### src/hdl/hse_pkg.sv
`default_nettype none

package hse_pkg;

  localparam int BYTE_W           = 8;
  localparam int SYM_W            = 8;
  localparam int CODE_W           = 32;
  localparam int LEN_W            = 6;
  localparam int PEND_W           = 7;
  localparam int PCNT_W           = 3;
  localparam int ACC_W            = CODE_W + PEND_W;
  localparam int BUF_W            = 40;
  localparam int OCNT_W           = 3;
  localparam int DEF_MAX_CODE_LEN = 32;
  localparam int DEF_SYMBOL_COUNT = 256;

  localparam logic OP_LOAD   = 1'b0;
  localparam logic OP_ENCODE = 1'b1;

  typedef struct packed {
    logic              opcode;
    logic [SYM_W-1:0]  symbol;
    logic [CODE_W-1:0] code_bits;
    logic [LEN_W-1:0]  code_length;
    logic              final_symbol;
  } sym_item_t;

  typedef struct packed {
    logic [BYTE_W-1:0] out_byte;
    logic              last;
  } byte_item_t;

  typedef struct packed {
    logic [CODE_W-1:0] code;
    logic [LEN_W-1:0]  len;
  } table_entry_t;

  typedef struct packed {
    logic              load;
    logic [BUF_W-1:0]  data;
    logic [OCNT_W-1:0] count;
    logic              last;
  } emit_load_t;

  typedef struct packed {
    logic busy;
    logic flush;
    logic pend_empty;
  } pack_stat_t;

endpackage

`default_nettype wire

### src/hdl/hse_emit.sv
`default_nettype none

module hse_emit import hse_pkg::*; (
  input  wire logic       clk,
  input  wire logic       rst,
  input  wire emit_load_t ld,
  input  wire logic       stall,
  output logic            valid,
  output byte_item_t      item,
  output logic            free
);

  logic [BUF_W-1:0]  obuf;
  logic [OCNT_W-1:0] ocnt;
  logic              olast;
  logic              take;

  assign valid = (ocnt != '0);
  assign take  = valid && !stall;
  assign free  = (ocnt == '0) || ((ocnt == OCNT_W'(1)) && take);

  assign item.out_byte = obuf[BUF_W-1 -: BYTE_W];
  assign item.last     = olast && (ocnt == OCNT_W'(1));

  always_ff @(posedge clk) begin
    if (ld.load) begin
      obuf  <= ld.data;
      olast <= ld.last;
    end else if (take) begin
      obuf <= {obuf[BUF_W-BYTE_W-1:0], BYTE_W'(0)};
    end
  end

  always_ff @(posedge clk) begin
    if (rst) begin
      ocnt <= '0;
    end else if (ld.load) begin
      ocnt <= ld.count;
    end else if (take) begin
      ocnt <= ocnt - OCNT_W'(1);
    end
  end

endmodule

`default_nettype wire

### config.mk
export PLATFORM = sky130hd
export DESIGN_NAME = hse_emit
export DESIGN_NICKNAME = d
export VERILOG_FILES = /design/src/hdl/hse_pkg.sv /design/src/hdl/hse_emit.sv
export SDC_FILE = /design/constraint.sdc
export NUM_CORES = 1
export LEC_CHECK = 0
export BUFFER_PORTS_ARGS = -buffer_cell sky130_fd_sc_hd__buf_2
export CAP_MARGIN = 20
export CORE_MARGIN = 2
export CORE_UTILIZATION = 49
export DETAILED_ROUTE_END_ITERATION = 10
export PLACE_DENSITY = 0.74
export SLEW_MARGIN = 20
export SYNTH_ARGS = -nofsm -noshare
export SYNTH_HDL_FRONTEND = slang
export SYNTH_SLANG_ARGS = --single-unit
### constraint.sdc
create_clock -name clk -period 9.75 [get_ports clk]
set_clock_uncertainty 0.2 [all_clocks]
set_input_delay 0.4875 -clock clk [delete_from_list [all_inputs] [get_ports clk]]
set_output_delay 0.4875 -clock clk [all_outputs]
set_load 0.005 [all_outputs]
=== Yosys cells after proc, flatten, opt, wreduce, memory -nomap -nowiden ===
Cells that the tools add are included.

* Input bits: 48
* Register bits: 44
* Word-level logic and storage cells: 17

* Reductions and logical operators: 8
* $add $sub $neg: 1
* Equality and inequality tests: 1
* Muxes and demuxes: 4

{| class="wikitable"
|+ Operators with widths
! operator !! count
|-
| $mux 40 || 2
|-
| $mux 3 || 2
|-
| $eq 3x1->1 const B || 1
|-
| $logic_and 1x1->1 || 3
|-
| $logic_not 3->1 || 1
|-
| $reduce_bool 3->1 || 1
|-
| $sub 3x1->3 const B || 1
|-
| $reduce_bool 2->1 || 1
|-
| $logic_not 1->1 || 1
|-
| $logic_or 1x1->1 || 1
|}

=== Depth between registers and ports, before layout ===
* Depth after elaboration: 4
* Mapped depth: 6
* Gate-level depth less buffers: 6

=== Least setup slack after synthesis ===
No wires, ideal clock.

* Kind: register -> register
* Start: register ocnt[0]
* End: register obuf[0] (enable)
* Stages on the path, launching flop included: 5
* Library setup time: 0.493 ns
* Data arrival time: 3.643 ns
* Path buffers: 0
* Path slack: 5.415 ns
* Required time: 9.057 ns
* Cells stage by stage: dfxtp_1 -> inv_1 -> ha_1 -> and2b_2 -> o21ai_0

* Word-level cells in the longest chain between the ends: 3

{| class="wikitable"
|+ Ends and longest elaborated chain
! item !! RTL line !! RTL
|-
| start: declaration || hse_emit.sv:14 || <nowiki>logic [OCNT_W-1:0] ocnt;</nowiki>
|-
| start signal: assignment || hse_emit.sv:38 || <nowiki>ocnt <= ld.count;</nowiki>
|-
| start signal: assignment || hse_emit.sv:40 || <nowiki>ocnt <= ocnt - OCNT_W'(1);</nowiki>
|-
| $reduce_bool 3->1 || hse_emit.sv:18 || <nowiki>assign valid = (ocnt != '0);</nowiki>
|-
| $logic_and 1x1->1 || hse_emit.sv:19 || <nowiki>assign take = valid && !stall;</nowiki>
|-
| $reduce_bool 2->1 (no source line) || -- ||
|-
| end signal: assignment || hse_emit.sv:27 || <nowiki>obuf <= ld.data;</nowiki>
|-
| end signal: assignment || hse_emit.sv:30 || <nowiki>obuf <= {obuf[BUF_W-BYTE_W-1:0], BYTE_W'(0)};</nowiki>
|-
| end: declaration || hse_emit.sv:13 || <nowiki>logic [BUF_W-1:0] obuf;</nowiki>
|}

Every way passes these cells.
A chain may end at the register's enable or synchronous reset.

=== Worst setup path in the final report ===
* Start: input port ld[44] (netlist bit)
* End: register obuf[38] (enable)

* Word-level cells in the longest chain between the ends: 1

{| class="wikitable"
|+ Ends and longest elaborated chain
! item !! RTL line !! RTL
|-
| start: declaration || hse_emit.sv:6 || <nowiki>input wire emit_load_t ld,</nowiki>
|-
| $reduce_bool 2->1 (no source line) || -- ||
|}

Every way passes these cells.

==> results.md <==
* Status: finished clean
* P&R area growth vs syn at 19.8%
* Power density cells at 167 nW/µm²
* DRT Pass-1 Iters at 4
* Sequential area share after synthesis at 66.2%
* Rows at 22
* Min Tclk post-route at 2.23 ns
* Ys async rst share at 0%
* Post-Syn Instances at 124
* Post-placement cell count at 218
* Clk pin slew, worst setup/hold paths at 0.07 ns
* Vias in the first global route at 1139
* Yosys cell types at 20
* Total GRT Usage at 14.1%
* CP startpoint kind: primary input
* CP endpoint kind: flop
* Synth warn at 0
* Layout Cells excl Fill at 226
* Via density at 4.92
* Via count at 1113
* Initial Util at 52.1%
* Placement Cell Area at 2260 µm²
* Hold WC Path Type: primary input to flop
* Final total power at 0.391 mW
* Post-synth top area share at 63.2%
* Antenna violations before repair at 0
* Max Root-Sink Buffers at 2
* Routed wire per std cell at 12.5 µm
* Post CTS Setup Buffer Count at 0
* Max FO, Critical Path at 44
* Synthesized area per cell at 15.7 µm²
* Crit path capture: obuf[38]
* Routed Antenna Nets at 0
* RR Startpoint: ocnt[0]
* Slew headroom at 44.5%
* Commonest non-fill, non-tap cell in the layout: buf_2
* WS Path Type: primary input to flop
* Die H at 67.1 µm
* Top FF cell, synth: edfxtp_1
* Worst r2r path cells at 5
* DIE AREA at 4500 µm²
* Worst path depth at 4
* Crit path max-delay family: buffers and inverters
* Setup-failing EPs final at 0
* Root Driver: clkbuf_8
* Largest net degree at the start of global routing at 45
* Most frequent cells in the layout: buf_2 (58), edfxtp_1 (41), mux2_2 (32), and2_1 (8), inv_1 (6)
* Top cells by area, synth: edfxtp_1 (63%), mux2_2 (18%), dfxtp_1 (3.1%)
* Syn Nets at 175
* Critical Path Start: ld[44]
* Fmax at 448 MHz
* First-pass GRT wire length at 4.59 mm
* WHS Path Cells at 1
* Worst Max-Slew Pin Slew at 0.833 ns
* Period utilisation layout at 22.9%
* Clock buffer count from CTS at 5
* Unrepaired setup endpoints after global routing: no
* Share of layout cells above drive strength 1 at 55.1%
* Max-cap viol count at 0
* Worst-Skew Late Latency at 0.29 ns
* # hold bufs at CTS at 0
* WP buf/inv at 3
* Post-synth EDFFs at 41
* WL final at 2.83 mm
* Port buffer count at 58
* Fillers at 307
* RR Endpoint: obuf[38]
* Initial DRC count at 49
* I/O Pins at 59
* Post-Syn Area at 1950 µm²
* Post-route DRC at 0
* Peak VDD IR at 0.000102 V
* Core area at 3740 µm²
* Crit path max-delay cell type: buf_2
* N_diodes at 0
* H-tree levels at 2
* Layout net count at 228
* Total grt overflow at 0
* Post-CTS Resized at 0
* Slew Limit Fails at 0
* #FFs+latches synth at 44
* Final setup TNS at 0 ns
* Fin area at 2340 µm²
* Worst path required time at 9.55 ns
* R2r setup slk at 7.56 ns
* Crit-path cells: buf_2, inv_1, o21ai_4, buf_16
* P_leak at 0.957 nW
* Die span in x at 67.1 µm
* Sink Count at 44
* TritonCTS clock tree: done
* Synth area leader: edfxtp_1
* Gp weighted congestion at 0.729
* Final Hold Vio Count at 0
* WP data arrival at 2.03 ns
* CP peak stage delay at 0.63 ns
* Post-DP HPWL at 1.98 mm
-- power breakdown --
part	internal [mW]	switching [mW]	leakage, nW
Clock	0.0498	0.0546	0.0399
Sequential	0.231	0.00461	0.441
Combinational	0.0282	0.0224	0.476
-- routing by layer --
metal	global-route usage (%)	routed length, µm	share of wire, %	up-vias
met1	15.9	1250	44	504
met3	3.89	246	8.7	7
li1	-	-	-	553
met4	8.42	56	2.0	0
met5	0	0	0	-
met2	23.6	1280	45	49
-- worst min-delay path by stage --
stage	startpoint	endpoint	slack [ns]
after CTS	ld[0]	olast	0.16
after floorplan	ocnt[0]	ocnt[0]	0.28
final	ld[0]	olast	0.17
after global placement	ocnt[0]	ocnt[0]	0.31
after detailed placement	obuf[1]	obuf[9]	0.33
after global routing	ld[0]	olast	0.16
-- Yosys cell counts, types with 2 or more instances --
master and instances:
ha_1 3, a21oi_1 2, buf_4 8, nor2_1 4
mux2_2 32, inv_1 6, o21ai_0 3, clkbuf_1 2
dfxtp_1 3, a311oi_1 2, edfxtp_1 41, buf_2 3
and2_1 8
-- cell families (layout without fill, tap and decap cells) --
family / after synthesis / in the layout / synth area share [%]
DFF: 44 / 44 / 66.2
buffers and inverters: 19 / 73 / 5.39
AOI/OAI and AO/OA: 8 / 8 / 2.63
and+or+nand+nor: 18 / 18 / 5.33
muxes: 32 / 32 / 18.5
adders and majority gates: 3 / 3 / 1.93
-- stage by stage --
step | hold slack [ns] | util [%] | worst slack [ns]
2_1_floorplan | 0.284 | - | 5.41
3_3_place_gp | 0.306 | 59.5 | 7.25
3_5_place_dp | 0.334 | 60.3 | 7.20
4_1_cts | 0.161 | 62.4 | 7.51
5_1_grt | 0.159 | 62.4 | 7.38
6_report | 0.170 | 62.4 | 7.52
-- state kept, by name, summed over array words and instances (netlist names) --
name   count
olast      1
ocnt       3
obuf      40
-- area by class of cell --
class,count,area (µm²),area share [%]
flip-flops and latches,44,1290,55.3
clock buffers,7,76.3,3.27
clock inverters,1,3.75,0.161
inverters,6,22.5,0.964
repair buffers,59,318,13.6
multi-input cells,61,564,24.2
well taps,48,60.1,2.57
(Power assumes the default switching activity.)
